===== src/rtl/core/hba_pkg.sv =====
// hba_pkg: shared widths, lane indices, sextant codes and the hue side-band type
// for the HSV brightness pipeline. No dependencies.
package hba_pkg;

  localparam int PIX_W     = 8;
  localparam int CFG_W     = 14;
  localparam int GAIN_FRAC = 12;
  localparam int DIV_STEPS = 4;  // quotient bits resolved per divider stage

  localparam int NUM_LANES = 3;
  localparam int LANE_VAL  = 0;  // max / 255
  localparam int LANE_SAT  = 1;  // delta / max
  localparam int LANE_HUE  = 2;  // |num| / delta

  localparam logic [PIX_W-1:0] PIX_MAX = 8'hFF;

  typedef enum logic [2:0] {
    SEXT_R_Y = 3'd0,
    SEXT_Y_G = 3'd1,
    SEXT_G_C = 3'd2,
    SEXT_C_B = 3'd3,
    SEXT_B_M = 3'd4,
    SEXT_M_R = 3'd5
  } sextant_e;

  typedef struct packed {
    sextant_e base;
    logic     neg;
    logic     chroma;  // delta non-zero
  } hue_tag_t;

endpackage


===== src/rtl/core/hba_div.sv =====
// hba_div: three-lane pipelined divider, floor(num * 2^FRAC_BITS / den) for num <= den,
// restoring with DIV_STEPS quotient bits per stage; the value lane divides by the constant
// 255 through a reciprocal multiply in the first stage. Depends on hba_pkg.
module hba_div #(
  parameter int FRAC_BITS = 12
) (
  input  logic                                        clk_i,
  input  logic                                        rst_ni,
  input  logic                                        valid_i,
  input  logic [hba_pkg::NUM_LANES-1:0][hba_pkg::PIX_W-1:0] num_i,
  input  logic [hba_pkg::NUM_LANES-1:0][hba_pkg::PIX_W-1:0] den_i,
  input  hba_pkg::hue_tag_t                           tag_i,
  output logic                                        valid_o,
  output logic [hba_pkg::NUM_LANES-1:0][FRAC_BITS:0]  quo_o,
  output hba_pkg::hue_tag_t                           tag_o
);
  import hba_pkg::*;

  localparam int QW   = FRAC_BITS + 1;
  localparam int NSTG = (QW + DIV_STEPS - 1) / DIV_STEPS;
  localparam int RW   = PIX_W + 1;

  // max * 2^F / 255 as max * ceil(2^(F+RS) / 255) >> RS, exact for 8-bit max
  localparam int RS  = 16;
  localparam int RCW = FRAC_BITS + 9;
  localparam int RPW = PIX_W + RCW;
  localparam longint unsigned RECIP =
    ((64'd1 << (FRAC_BITS + RS)) + 64'd254) / 64'd255;

  logic [NUM_LANES-1:0][RW-1:0]    rem_q [NSTG];
  logic [NUM_LANES-1:0][PIX_W-1:0] den_q [NSTG];
  logic [NUM_LANES-1:0][QW-1:0]    quo_q [NSTG];
  hue_tag_t                        tag_q [NSTG];
  logic [NSTG-1:0]                 vld_q;

  for (genvar gs = 0; gs < NSTG; gs++) begin : g_stage
    logic [NUM_LANES-1:0][RW-1:0]    rem_in, rem_d;
    logic [NUM_LANES-1:0][PIX_W-1:0] den_in;
    logic [NUM_LANES-1:0][QW-1:0]    quo_in, quo_d;
    hue_tag_t                        tag_in;
    logic                            vld_in;

    if (gs == 0) begin : g_first
      logic [RPW-1:0] val_prod;

      always_comb begin
        for (int l = 0; l < NUM_LANES; l++) begin
          rem_in[l] = {1'b0, num_i[l]};
        end
        den_in   = den_i;
        val_prod = RPW'(num_i[LANE_VAL]) * RPW'(RECIP);
        quo_in   = '0;
        quo_in[LANE_VAL] = val_prod[RS +: QW];
        tag_in   = tag_i;
        vld_in   = valid_i;
      end
    end else begin : g_next
      always_comb begin
        rem_in = rem_q[gs-1];
        den_in = den_q[gs-1];
        quo_in = quo_q[gs-1];
        tag_in = tag_q[gs-1];
        vld_in = vld_q[gs-1];
      end
    end

    always_comb begin
      rem_d = rem_in;
      quo_d = quo_in;
      for (int l = 0; l < NUM_LANES; l++) begin
        if (l != LANE_VAL) begin
          for (int i = 0; i < DIV_STEPS; i++) begin
            if (gs * DIV_STEPS + i < QW) begin
              if (gs * DIV_STEPS + i != 0) begin
                rem_d[l] = {rem_d[l][RW-2:0], 1'b0};
              end
              if (rem_d[l] >= {1'b0, den_in[l]}) begin
                rem_d[l] = rem_d[l] - {1'b0, den_in[l]};
                quo_d[l] = {quo_d[l][QW-2:0], 1'b1};
              end else begin
                quo_d[l] = {quo_d[l][QW-2:0], 1'b0};
              end
            end
          end
        end
      end
    end

    always_ff @(posedge clk_i or negedge rst_ni) begin
      if (!rst_ni) begin
        vld_q[gs] <= 1'b0;
      end else begin
        vld_q[gs] <= vld_in;
      end
    end

    always_ff @(posedge clk_i) begin
      rem_q[gs] <= rem_d;
      den_q[gs] <= den_in;
      quo_q[gs] <= quo_d;
      tag_q[gs] <= tag_in;
    end
  end

  assign valid_o = vld_q[NSTG-1];
  assign quo_o   = quo_q[NSTG-1];
  assign tag_o   = tag_q[NSTG-1];

endmodule


===== src/rtl/core/hba_front.sv =====
// hba_front: input register stage; finds max, delta and the hue numerator and
// sets up the three divider lanes. Depends on hba_pkg.
module hba_front (
  input  logic                                        clk_i,
  input  logic                                        rst_ni,
  input  logic                                        valid_i,
  input  logic [hba_pkg::PIX_W-1:0]                   red_i,
  input  logic [hba_pkg::PIX_W-1:0]                   green_i,
  input  logic [hba_pkg::PIX_W-1:0]                   blue_i,
  output logic                                        valid_o,
  output logic [hba_pkg::NUM_LANES-1:0][hba_pkg::PIX_W-1:0] num_o,
  output logic [hba_pkg::NUM_LANES-1:0][hba_pkg::PIX_W-1:0] den_o,
  output hba_pkg::hue_tag_t                           tag_o
);
  import hba_pkg::*;

  logic [PIX_W-1:0] mx, mn, delta, mag;
  logic [PIX_W:0]   diff;
  sextant_e         base;

  logic                            valid_q;
  logic [NUM_LANES-1:0][PIX_W-1:0] num_q, num_d, den_q, den_d;
  hue_tag_t                        tag_q, tag_d;

  always_comb begin
    mx = (red_i > green_i) ? red_i : green_i;
    mx = (mx > blue_i) ? mx : blue_i;
    mn = (red_i < green_i) ? red_i : green_i;
    mn = (mn < blue_i) ? mn : blue_i;
    delta = mx - mn;

    if (red_i >= mx) begin
      base = SEXT_R_Y;
      diff = {1'b0, green_i} - {1'b0, blue_i};
    end else if (green_i >= mx) begin
      base = SEXT_G_C;
      diff = {1'b0, blue_i} - {1'b0, red_i};
    end else begin
      base = SEXT_B_M;
      diff = {1'b0, red_i} - {1'b0, green_i};
    end
    mag = diff[PIX_W] ? PIX_W'(-diff) : diff[PIX_W-1:0];

    num_d[LANE_VAL] = mx;
    den_d[LANE_VAL] = PIX_MAX;
    num_d[LANE_SAT] = delta;
    den_d[LANE_SAT] = mx;
    num_d[LANE_HUE] = mag;
    den_d[LANE_HUE] = delta;

    tag_d.base   = base;
    tag_d.neg    = diff[PIX_W];
    tag_d.chroma = (delta != '0);
  end

  always_ff @(posedge clk_i or negedge rst_ni) begin
    if (!rst_ni) begin
      valid_q <= 1'b0;
    end else begin
      valid_q <= valid_i;
    end
  end

  always_ff @(posedge clk_i) begin
    num_q <= num_d;
    den_q <= den_d;
    tag_q <= tag_d;
  end

  assign valid_o = valid_q;
  assign num_o   = num_q;
  assign den_o   = den_q;
  assign tag_o   = tag_q;

endmodule


===== src/rtl/core/hba_back.sv =====
// hba_back: hue assembly and gain product, value clamp and s*f terms, p/q/t
// products, sextant select and byte conversion: four stages. Depends on hba_pkg.
module hba_back #(
  parameter int FRAC_BITS = 12
) (
  input  logic                                       clk_i,
  input  logic                                       rst_ni,
  input  logic                                       valid_i,
  input  logic [hba_pkg::NUM_LANES-1:0][FRAC_BITS:0] quo_i,
  input  hba_pkg::hue_tag_t                          tag_i,
  input  logic signed [hba_pkg::CFG_W-1:0]           bright_i,
  output logic                                       valid_o,
  output logic [hba_pkg::PIX_W-1:0]                  red_o,
  output logic [hba_pkg::PIX_W-1:0]                  green_o,
  output logic [hba_pkg::PIX_W-1:0]                  blue_o
);
  import hba_pkg::*;

  localparam int W  = FRAC_BITS + 1;
  localparam int HW = FRAC_BITS + 4;
  localparam int PW = W + CFG_W;
  localparam int SW = W + 3;
  localparam int MW = 2 * W;
  localparam int BW = W + PIX_W;
  localparam logic [W-1:0] ONE = {1'b1, {FRAC_BITS{1'b0}}};
  localparam logic signed [HW-1:0] SIX_ONE = HW'(6 * (1 << FRAC_BITS));

  // stage B
  logic signed [HW-1:0] hue_base, hue_mag, hue_sum, hue_wrap;
  logic [CFG_W-1:0]     gmag;
  logic [W-1:0]         s_b;
  logic                 vld_b_q;
  logic [W-1:0]         v_b_q, s_b_q;
  logic [PW-1:0]        prod_b_q;
  logic                 bneg_b_q, chroma_b_q;
  sextant_e             sext_b_q;
  logic [FRAC_BITS-1:0] ff_b_q;

  // stage C
  logic [W+1:0]         step_c;
  logic signed [SW-1:0] vsum_c;
  logic [W-1:0]         vp_c_d, ffc_c;
  logic [MW-1:0]        sf_prod, sg_prod;
  logic                 vld_c_q, chroma_c_q;
  logic [W-1:0]         vp_c_q, s_c_q, sf_c_q, sg_c_q;
  sextant_e             sext_c_q;

  // stage D
  logic [MW-1:0]        p_prod, q_prod, t_prod;
  logic                 vld_d_q, chroma_d_q;
  logic [W-1:0]         v_d_q, p_d_q, q_d_q, t_d_q;
  sextant_e             sext_d_q;

  // stage E
  logic [W-1:0]         ro, go, bo;
  logic [BW-1:0]        rb, gb, bb;
  logic                 vld_e_q;
  logic [PIX_W-1:0]     red_q, green_q, blue_q;

  always_comb begin
    s_b      = tag_i.chroma ? quo_i[LANE_SAT] : '0;
    hue_base = signed'(HW'({tag_i.base, {FRAC_BITS{1'b0}}}));
    hue_mag  = signed'(HW'(quo_i[LANE_HUE]));
    hue_sum  = tag_i.neg ? hue_base - hue_mag : hue_base + hue_mag;
    hue_wrap = (hue_sum < 0) ? hue_sum + SIX_ONE : hue_sum;
    if (!tag_i.chroma) begin
      hue_wrap = '0;
    end
    gmag = bright_i[CFG_W-1] ? CFG_W'(-bright_i) : CFG_W'(bright_i);
  end

  always_comb begin
    step_c = prod_b_q[PW-1:GAIN_FRAC];
    vsum_c = bneg_b_q ? signed'(SW'(v_b_q)) - signed'(SW'(step_c))
                      : signed'(SW'(v_b_q)) + signed'(SW'(step_c));
    if (vsum_c < 0) begin
      vp_c_d = '0;
    end else if (vsum_c > signed'(SW'(ONE))) begin
      vp_c_d = ONE;
    end else begin
      vp_c_d = vsum_c[W-1:0];
    end
    ffc_c   = ONE - {1'b0, ff_b_q};
    sf_prod = MW'(s_b_q) * MW'(ff_b_q);
    sg_prod = MW'(s_b_q) * MW'(ffc_c);
  end

  always_comb begin
    p_prod = MW'(vp_c_q) * MW'(ONE - s_c_q);
    q_prod = MW'(vp_c_q) * MW'(ONE - sf_c_q);
    t_prod = MW'(vp_c_q) * MW'(ONE - sg_c_q);
  end

  always_comb begin
    if (!chroma_d_q) begin
      ro = v_d_q; go = v_d_q; bo = v_d_q;
    end else begin
      case (sext_d_q)
        SEXT_R_Y: begin ro = v_d_q; go = t_d_q; bo = p_d_q; end
        SEXT_Y_G: begin ro = q_d_q; go = v_d_q; bo = p_d_q; end
        SEXT_G_C: begin ro = p_d_q; go = v_d_q; bo = t_d_q; end
        SEXT_C_B: begin ro = p_d_q; go = q_d_q; bo = v_d_q; end
        SEXT_B_M: begin ro = t_d_q; go = p_d_q; bo = v_d_q; end
        default:  begin ro = v_d_q; go = p_d_q; bo = q_d_q; end
      endcase
    end
    // x * 255 as shift and subtract
    rb = {ro, {PIX_W{1'b0}}} - BW'(ro);
    gb = {go, {PIX_W{1'b0}}} - BW'(go);
    bb = {bo, {PIX_W{1'b0}}} - BW'(bo);
  end

  always_ff @(posedge clk_i or negedge rst_ni) begin
    if (!rst_ni) begin
      vld_b_q <= 1'b0;
      vld_c_q <= 1'b0;
      vld_d_q <= 1'b0;
      vld_e_q <= 1'b0;
    end else begin
      vld_b_q <= valid_i;
      vld_c_q <= vld_b_q;
      vld_d_q <= vld_c_q;
      vld_e_q <= vld_d_q;
    end
  end

  always_ff @(posedge clk_i) begin
    v_b_q      <= quo_i[LANE_VAL];
    s_b_q      <= s_b;
    prod_b_q   <= PW'(quo_i[LANE_VAL]) * PW'(gmag);
    bneg_b_q   <= bright_i[CFG_W-1];
    chroma_b_q <= tag_i.chroma;
    sext_b_q   <= sextant_e'(hue_wrap[FRAC_BITS+2:FRAC_BITS]);
    ff_b_q     <= hue_wrap[FRAC_BITS-1:0];

    vp_c_q     <= vp_c_d;
    s_c_q      <= s_b_q;
    sf_c_q     <= sf_prod[2*FRAC_BITS:FRAC_BITS];
    sg_c_q     <= sg_prod[2*FRAC_BITS:FRAC_BITS];
    chroma_c_q <= chroma_b_q;
    sext_c_q   <= sext_b_q;

    v_d_q      <= vp_c_q;
    p_d_q      <= p_prod[2*FRAC_BITS:FRAC_BITS];
    q_d_q      <= q_prod[2*FRAC_BITS:FRAC_BITS];
    t_d_q      <= t_prod[2*FRAC_BITS:FRAC_BITS];
    chroma_d_q <= chroma_c_q;
    sext_d_q   <= sext_c_q;

    red_q      <= rb[FRAC_BITS+PIX_W-1:FRAC_BITS];
    green_q    <= gb[FRAC_BITS+PIX_W-1:FRAC_BITS];
    blue_q     <= bb[FRAC_BITS+PIX_W-1:FRAC_BITS];
  end

  assign valid_o = vld_e_q;
  assign red_o   = red_q;
  assign green_o = green_q;
  assign blue_o  = blue_q;

endmodule


===== src/rtl/core/hsv_brightness_adjust.sv =====
// hsv_brightness_adjust: top level of the HSV value-scaling pixel pipeline.
// Instantiates hba_front, hba_div and hba_back; depends on hba_pkg.
//
// Usage:
//   Pixel in: start_i with red_in_i/green_in_i/blue_in_i. A transfer takes
//   place on every edge with start_i high and busy_o low; busy_o stays low,
//   so a pixel may enter on every cycle.
//   Pixel out: done_o is high for exactly one cycle with red_out_o,
//   green_out_o and blue_out_o; there is no back-pressure.
//   Gain: brightness_q12_i (signed Q1.12) is written on cfg_valid_i while
//   cfg_ready_o is high (always). Change it only when the pipe is empty.
// Depth: set by the restoring divider, four quotient bits per stage, plus one input
//   stage and four stages of hue, gain, p/q/t products and byte conversion.
// Throughput: one pixel per cycle, in order.
// Reset: clears the pipeline valid bits and sets the gain to zero; pixels in
//   flight are dropped.
module hsv_brightness_adjust #(
  parameter int FRAC_BITS = 12
) (
  input  logic                              clk_i,
  input  logic                              rst_ni,
  input  logic                              start_i,
  output logic                              busy_o,
  input  logic [hba_pkg::PIX_W-1:0]         red_in_i,
  input  logic [hba_pkg::PIX_W-1:0]         green_in_i,
  input  logic [hba_pkg::PIX_W-1:0]         blue_in_i,
  input  logic                              cfg_valid_i,
  output logic                              cfg_ready_o,
  input  logic signed [hba_pkg::CFG_W-1:0]  brightness_q12_i,
  output logic                              done_o,
  output logic [hba_pkg::PIX_W-1:0]         red_out_o,
  output logic [hba_pkg::PIX_W-1:0]         green_out_o,
  output logic [hba_pkg::PIX_W-1:0]         blue_out_o
);
  import hba_pkg::*;

  localparam int DIV_STAGES = (FRAC_BITS + DIV_STEPS) / DIV_STEPS;
  localparam int LAT        = DIV_STAGES + 5;

  logic signed [CFG_W-1:0] brightness_q, brightness_d;
  logic                    in_fire;

  logic                            fr_valid;
  logic [NUM_LANES-1:0][PIX_W-1:0] fr_num, fr_den;
  hue_tag_t                        fr_tag;

  logic                            dv_valid;
  logic [NUM_LANES-1:0][FRAC_BITS:0] dv_quo;
  hue_tag_t                        dv_tag;

  assign busy_o      = 1'b0;
  assign cfg_ready_o = 1'b1;
  assign in_fire     = start_i && !busy_o;

  assign brightness_d = (cfg_valid_i && cfg_ready_o) ? brightness_q12_i : brightness_q;

  always_ff @(posedge clk_i or negedge rst_ni) begin
    if (!rst_ni) begin
      brightness_q <= '0;
    end else begin
      brightness_q <= brightness_d;
    end
  end

  hba_front u_front (
    .clk_i   (clk_i),
    .rst_ni  (rst_ni),
    .valid_i (in_fire),
    .red_i   (red_in_i),
    .green_i (green_in_i),
    .blue_i  (blue_in_i),
    .valid_o (fr_valid),
    .num_o   (fr_num),
    .den_o   (fr_den),
    .tag_o   (fr_tag)
  );

  hba_div #(
    .FRAC_BITS (FRAC_BITS)
  ) u_div (
    .clk_i   (clk_i),
    .rst_ni  (rst_ni),
    .valid_i (fr_valid),
    .num_i   (fr_num),
    .den_i   (fr_den),
    .tag_i   (fr_tag),
    .valid_o (dv_valid),
    .quo_o   (dv_quo),
    .tag_o   (dv_tag)
  );

  hba_back #(
    .FRAC_BITS (FRAC_BITS)
  ) u_back (
    .clk_i    (clk_i),
    .rst_ni   (rst_ni),
    .valid_i  (dv_valid),
    .quo_i    (dv_quo),
    .tag_i    (dv_tag),
    .bright_i (brightness_q),
    .valid_o  (done_o),
    .red_o    (red_out_o),
    .green_o  (green_out_o),
    .blue_o   (blue_out_o)
  );

`ifndef SYNTH
  a_lat_fwd : assert property (@(posedge clk_i) disable iff (!rst_ni)
    in_fire |-> ##LAT done_o)
    else $error("pixel transfer without result at fixed latency");

  a_lat_bwd : assert property (@(posedge clk_i) disable iff (!rst_ni)
    (done_o && $past(rst_ni, LAT)) |-> $past(in_fire, LAT))
    else $error("result strobe without matching pixel transfer");

  a_gray : assert property (@(posedge clk_i) disable iff (!rst_ni)
    (in_fire && red_in_i == green_in_i && green_in_i == blue_in_i) |->
      ##LAT (red_out_o == green_out_o && green_out_o == blue_out_o))
    else $error("gray pixel gave unequal channels");

  a_black : assert property (@(posedge clk_i) disable iff (!rst_ni)
    (in_fire && red_in_i == '0 && green_in_i == '0 && blue_in_i == '0) |->
      ##LAT (red_out_o == '0 && green_out_o == '0 && blue_out_o == '0))
    else $error("black pixel did not stay black");
`endif

endmodule


===== config.mk =====
export PLATFORM = sky130hd
export DESIGN_NAME = hsv_brightness_adjust
export DESIGN_NICKNAME = d
export VERILOG_FILES = /design/src/rtl/core/hba_pkg.sv /design/src/rtl/core/hba_div.sv /design/src/rtl/core/hba_front.sv /design/src/rtl/core/hba_back.sv /design/src/rtl/core/hsv_brightness_adjust.sv
export SDC_FILE = /design/constraint.sdc
export NUM_CORES = 2
export LEC_CHECK = 0
export ABC_AREA = 1
export BUFFER_PORTS_ARGS = -buffer_cell sky130_fd_sc_hd__buf_4
export CAP_MARGIN = 10
export CORE_AREA = 2 2 528 478
export CTS_BUF_LIST = sky130_fd_sc_hd__clkbuf_4
export CTS_CLUSTER_DIAMETER = 120
export CTS_CLUSTER_SIZE = 14
export DETAILED_ROUTE_END_ITERATION = 12
export DIE_AREA = 0 0 530 480
export HOLD_SLACK_MARGIN = 0.08
export SYNTH_ARGS = -nofsm -noshare
export SYNTH_HDL_FRONTEND = slang
export SYNTH_SLANG_ARGS = --single-unit

===== constraint.sdc =====
create_clock -name clk_i -period 13 [get_ports clk_i]
set_input_delay 1.95 -clock clk_i [delete_from_list [all_inputs] [get_ports clk_i]]
set_output_delay 1.95 -clock clk_i [all_outputs]
set_load 0.1 [all_outputs]

# After elaboration in Yosys (flattened, before gate mapping)
# Memory sizes are Yosys's and may differ from the RTL's.
# Cells that the tools add are included.
# op_classes
addsub,44
mul,7
div_mod_pow,0
n_lt_le_gt_ge,35
eq_ne,4
shift,0
n_mux,71
bitwise_logic,0
reduce_logical,7
# op_table
op,n
>= comparator 9 x 8 -> 1 bit,24
2-to-1 mux 8 bit,23
subtractor 8 bit,19
one-hot mux 13 bit (3 select lines),3
2-to-1 mux 9 bit,10
multiplier 13 x 26 -> 25 bit,3
subtractor 9 x 8 -> 9 bit,8
subtractor 20 x 13 -> 20 bit,3
2-to-1 mux 13 bit,4
subtractor 13 x 13 -> 14 bit (first input constant),3
>= comparator 8 bit,4
less-than comparator 16 x 1 -> 1 bit (second input constant),2
2-to-1 mux 16 bit,2
multiplier 8 x 21 -> 29 bit (second input constant),1
multiplier 13 x 14 -> 27 bit,1
subtractor 8 x 8 -> 9 bit,3
2-to-1 mux 1 bit,26
multiplier 13 x 12 -> 25 bit,1
multiplier 13 x 13 -> 25 bit,1
adder 13 x 15 -> 16 bit,1
adder 15 x 13 -> 16 bit,1
greater-than comparator 16 x 14 -> 1 bit (second input constant),1
greater-than comparator 8 bit,2
less-than comparator 8 bit,2
other kinds (15),20
# totals
reg_bits,258
latch_bits,0
ramBits,380
mem_bits_ro,0
inputBits,42
output_inout_bits,27
wordCells,211
n_memories,4
# mem_list
name,words,width,rd,rd_clocked_by_memory_dff,write_ports,line,source
u_div.quo_q,4,39,4,0,4,hba_div.sv:32,logic [NUM_LANES-1:0][QW-1:0] quo_q [NSTG];
u_div.rem_q,4,27,3,0,4,hba_div.sv:30,logic [NUM_LANES-1:0][RW-1:0] rem_q [NSTG];
u_div.den_q,4,24,3,0,4,hba_div.sv:31,logic [NUM_LANES-1:0][PIX_W-1:0] den_q [NSTG];
u_div.tag_q,4,5,4,0,4,hba_div.sv:33,hue_tag_t tag_q [NSTG];

# Logic depth before layout (Yosys ltp)
# depth
word_depth,9
mapped_depth,46
depth_no_buf,44

# By module
# Synthesis repeated with hierarchy kept, for this count alone.
# unflattened
hier_cells,8563
area_unflattened_um2,63823.7
# modules_own_cells
module,n_inst,cells_per_inst,area_per_inst_um2,seq_area_each_um2
hba_back,1,5748,43244.0,3983.8
hba_div,1,2178,16290.6,4864.7
hba_front,1,574,3736.1,585.6
hsv_brightness_adjust,1,63,553.0,350.3

# Least setup slack after synthesis
# OpenSTA, ideal clock, no wires.
# synth_timing
path_type,input-to-reg
from,in green_in_i[4] in the netlist's numbering
to,reg u_front.num_q (netlist bit u_front.num_o[20])
setup_time_ps,113
arrival_ps,6483
required_ps,12887
path_slack_ps,6404
path_stages,34
path_buffers,2
cell_sequence,inv_1 -> ha_1 -> a21oi_1 -> nand2_1 -> nand2_1 -> nand3_2 -> nand2_1 -> clkbuf_1 -> o21ai_0 -> ha_1 -> nand2_1 -> o21ai_0 -> nand2_1 -> a21oi_1 -> clkbuf_1 -> nand2_1 -> o21ai_0 -> inv_1 -> ha_1 -> a21oi_1 -> o21ai_0 -> nand2_1 -> nand3_1 -> nor2_1 -> inv_1 -> nor2_1 -> nor2_1 -> ha_1 -> inv_1 -> nor2_1 -> nand2_1 -> nand2_1 -> nand3_1 -> nand2_1
# synth_via
elab_chain_cells,9
word_cells_on_any_way,12
classes_between,add/sub: 3; order compare: 4; mux: 5
# synth_lines
item,line,source
start: declaration,hsv_brightness_adjust.sv:25,"input logic [hba_pkg::PIX_W-1:0] green_in_i,"
greater-than comparator 8 bit,hba_front.sv:26,mx = (red_i > green_i) ? red_i : green_i;
2-to-1 mux 8 bit (*),hba_front.sv:26,
greater-than comparator 8 bit,hba_front.sv:27,mx = (mx > blue_i) ? mx : blue_i;
2-to-1 mux 8 bit (*),hba_front.sv:27,
named net u_front.mx[1],hba_front.sv:17,"logic [PIX_W-1:0] mx, mn, delta, mag;"
>= comparator 8 bit,hba_front.sv:35,end else if (green_i >= mx) begin
2-to-1 mux 9 bit,hba_front.sv:35,
2-to-1 mux 9 bit (*),hba_front.sv:32,if (red_i >= mx) begin
negation 8 bit,hba_front.sv:42,mag = diff[PIX_W] ? PIX_W'(-diff) : diff[PIX_W-1:0];
2-to-1 mux 8 bit (*),hba_front.sv:42,
named net u_front.mag[4],hba_front.sv:17,
end signal: assignment,hba_front.sv:65,num_q <= num_d;
end: declaration,hba_front.sv:22,"logic [NUM_LANES-1:0][PIX_W-1:0] num_q, num_d, den_q, den_d;"
# The timed path passes the listed nets; every way through them passes the cells marked *.
# A chain may end at the register's enable or synchronous reset.

==> summary.txt <==
Max Root-Sink Buffers: 3
max_slew headroom: 27.3%
Final Hold Viols: 0
Die Footprint: 254000 um^2
Critical Path Slowest Stage Cell: dfxtp_1
top cells by count, synth: 2003 x nand2_1, 1685 x inv_1, 855 x fa_1
HP Class: reg2reg
core footprint: 249000 um^2
initial antenna violation count: 6
CP max FO: 12
final worst-path cycle share: 58.4%
clk_lat worst skew: 1.05 ns
vias post-DR: 49800
Synthesis Warnings: 0
post-CTS resize count: 0
async set-reset flop share out of synthesis: 4.81%
Worst setup SP type: flop
arrival time of the worst setup path: 8.49 ns
Final TNS setup: 0 ns
Port Buffer Count: 66
I/O pins: 69
syn nets: 9627
Final Cell Area: 66700 um^2
worst reg2reg path depth: 37
crit path time final: 7.59 ns
sequential area share after synthesis: 15.6%
RSZ-0062 raised after global routing: no
Unique masters post-synth: 74
Most common cell on crit path: nand2_1
Area contributors post-synth: fa_1 28%, dfxtp_1 15%, ha_1 12%
final setup fails: 0
CTS Buf Count: 44
Post-Syn Area per Cell: 7.64 um^2
worst hold stages: 0
Mapped Cells: 8114
Max-Cap Viols: 0
nets: 9602
Layout Skew: 0.122 ns
largest net degree at the start of global routing: 43
H-tree levels: 2
Die Width: 530 um
critical path class: reg2reg
Layout area overhead: 7.62%
Hold-fix buffers, CTS: 0
slowest stage delay, CP: 0.74 ns
DRC errors left: 0
Detailed Routing Iterations Pass 1: 5
Sink Count: 478
Via density: 4.35
DP Area: 66200 um^2
gpl congestion: 0.890
hold_sp: u_div.tag_q[2][0]$_DFF_P_
measured slew at the worst slew-check pin: 1.09 ns
final slew viol count: 0
Post-synth EDFFs: 0
fmax: 0.132 GHz
ys flop type: dfxtp_1
GRT Total Usage: 12.5%
Post-DP HPWL: 126 mm
#FFs+latches synth: 478
count leader, synth: nand2_1
Crit. End Element: flop
GR Overflow Total: 0
vias in the first global route: 50400
final wirelength: 156 mm
status: finished clean
height of the die: 480 um
Synth area leader: fa_1
layout cells sized above 1: 3.59%
antenna-violating nets left: 0
CTS tree: built
Rows: 174
Initial Utilization: 24.9%
top-area cell type share of the netlist area: 27.6%
post-synth design cell area: 62000 um^2
post-CTS setup repair buffer count: 0
CTS root buffer: clkbuf_4
Crit. Startpoint: u_front.num_o[0]$_DFF_P_
R2R Path Start: u_front.num_o[0]$_DFF_P_
Initial DRC Count: 3416
Critical Path RT: 13.90 ns
Clock Pin Slew Worst Setup and Hold Paths: 0.16 ns
first-pass GRT wire length: 263 mm
drt wl/cell: 13.7 um
## placed cells by master (no fill, tap or decap), types with 37 or more instances in the layout
cell      instances
nor2_1          591
ha_1            616
nor3_1           67
nand4_1          67
xnor2_1         107
nand2_1        2003
buf_4           102
o21ai_1          37
xor2_1          185
inv_1          1685
dfxtp_1         449
fa_1            855
a21oi_1         338
o21ai_0         237
o211ai_1         42
clkbuf_4         45
nand3_1         270
## stage by stage
stage,utilization (%),worst slack [ns],hold slack (ns),std cells
floorplan,-,6.40,0.310,8114
finish,26.8,5.41,0.318,11400
global placement,26.6,5.05,0.310,11400
global route,26.8,4.70,0.324,11400
detailed placement,26.6,5.09,0.312,11400
CTS,26.8,5.45,0.321,11400
## critical path, delay by kind of cell, from the launching register on
family	cells	cell delay (ns)
simple gates	19	2.49
fa+ha+maj	6	1.81
compound gates	10	2.16
flops	1	0.74
buf+inv	2	0.26
## area by class of cell
class,count,area [um^2]
fill,27300,182000
multi-input combinational,5727,45000
sequential,478,9690
inverter,1736,6520
tap,3344,4180
timing repair buffer,102,766
clock buffer,45,338
clock inverter,13,170
antenna,3,7.51
## cell families after synthesis
| kind of cell | synth area share (%) |
|---|---|
| simple gates | 20.9 |
| buf+inv | 11.7 |
| fa+ha+maj | 40.1 |
| compound gates | 7.47 |
| flops | 15.6 |
| xor+xnor | 4.15 |
| other cells | 0.0121 |
| mux | 0.0545 |
## registers in the layout, summed over array words and instances, names as in the netlist, 13 cells and up
| signal | count |
|---|---|
| u_back.t_d_q | 13 |
| u_div.tag_q | 16 |
| u_back.vp_c_q | 13 |
| brightness_q | 14 |
| u_back.p_d_q | 13 |
| u_div.quo_q | 122 |
| u_div.rem_q | 72 |
| u_back.v_d_q | 13 |
| u_front.num_o | 24 |
| u_back.sg_c_q | 13 |
| u_back.sf_c_q | 13 |
| u_div.den_q | 24 |
| u_back.prod_b_q | 15 |
| u_back.q_d_q | 13 |
| u_back.s_b_q | 13 |
| u_back.s_c_q | 13 |
## path summary, 6_finish.rpt
check | end | slack (ns)
max | u_div.rem_q[0][10]$_DFF_P_ | 5.41
min | u_div.tag_q[3][0]$_DFF_P_ | 0.32
max reg2reg | u_div.rem_q[0][10]$_DFF_P_ | 5.41
min reg2reg | u_div.tag_q[3][0]$_DFF_P_ | 0.32
max in group asynchronous | brightness_q[1]$_DFFE_PN0P_ | 11.91
min in group asynchronous | u_div.valid_o$_DFF_PN0_ | 0.85
## metal layers
layer / part of all wire (%) / global-route usage [%] / vias to the layer above
met1: 48 / 17.9 / 23600
met4: 2.1 / 2.76 / 2
met3: 5.5 / 1.36 / 168
met2: 44 / 20.3 / 1211
li1: - / - / 24700
met5: 0.0083 / 0 / -
Power is not shown: default switching activity piles up to over one toggle a cycle in this logic, so the estimate is an artifact.
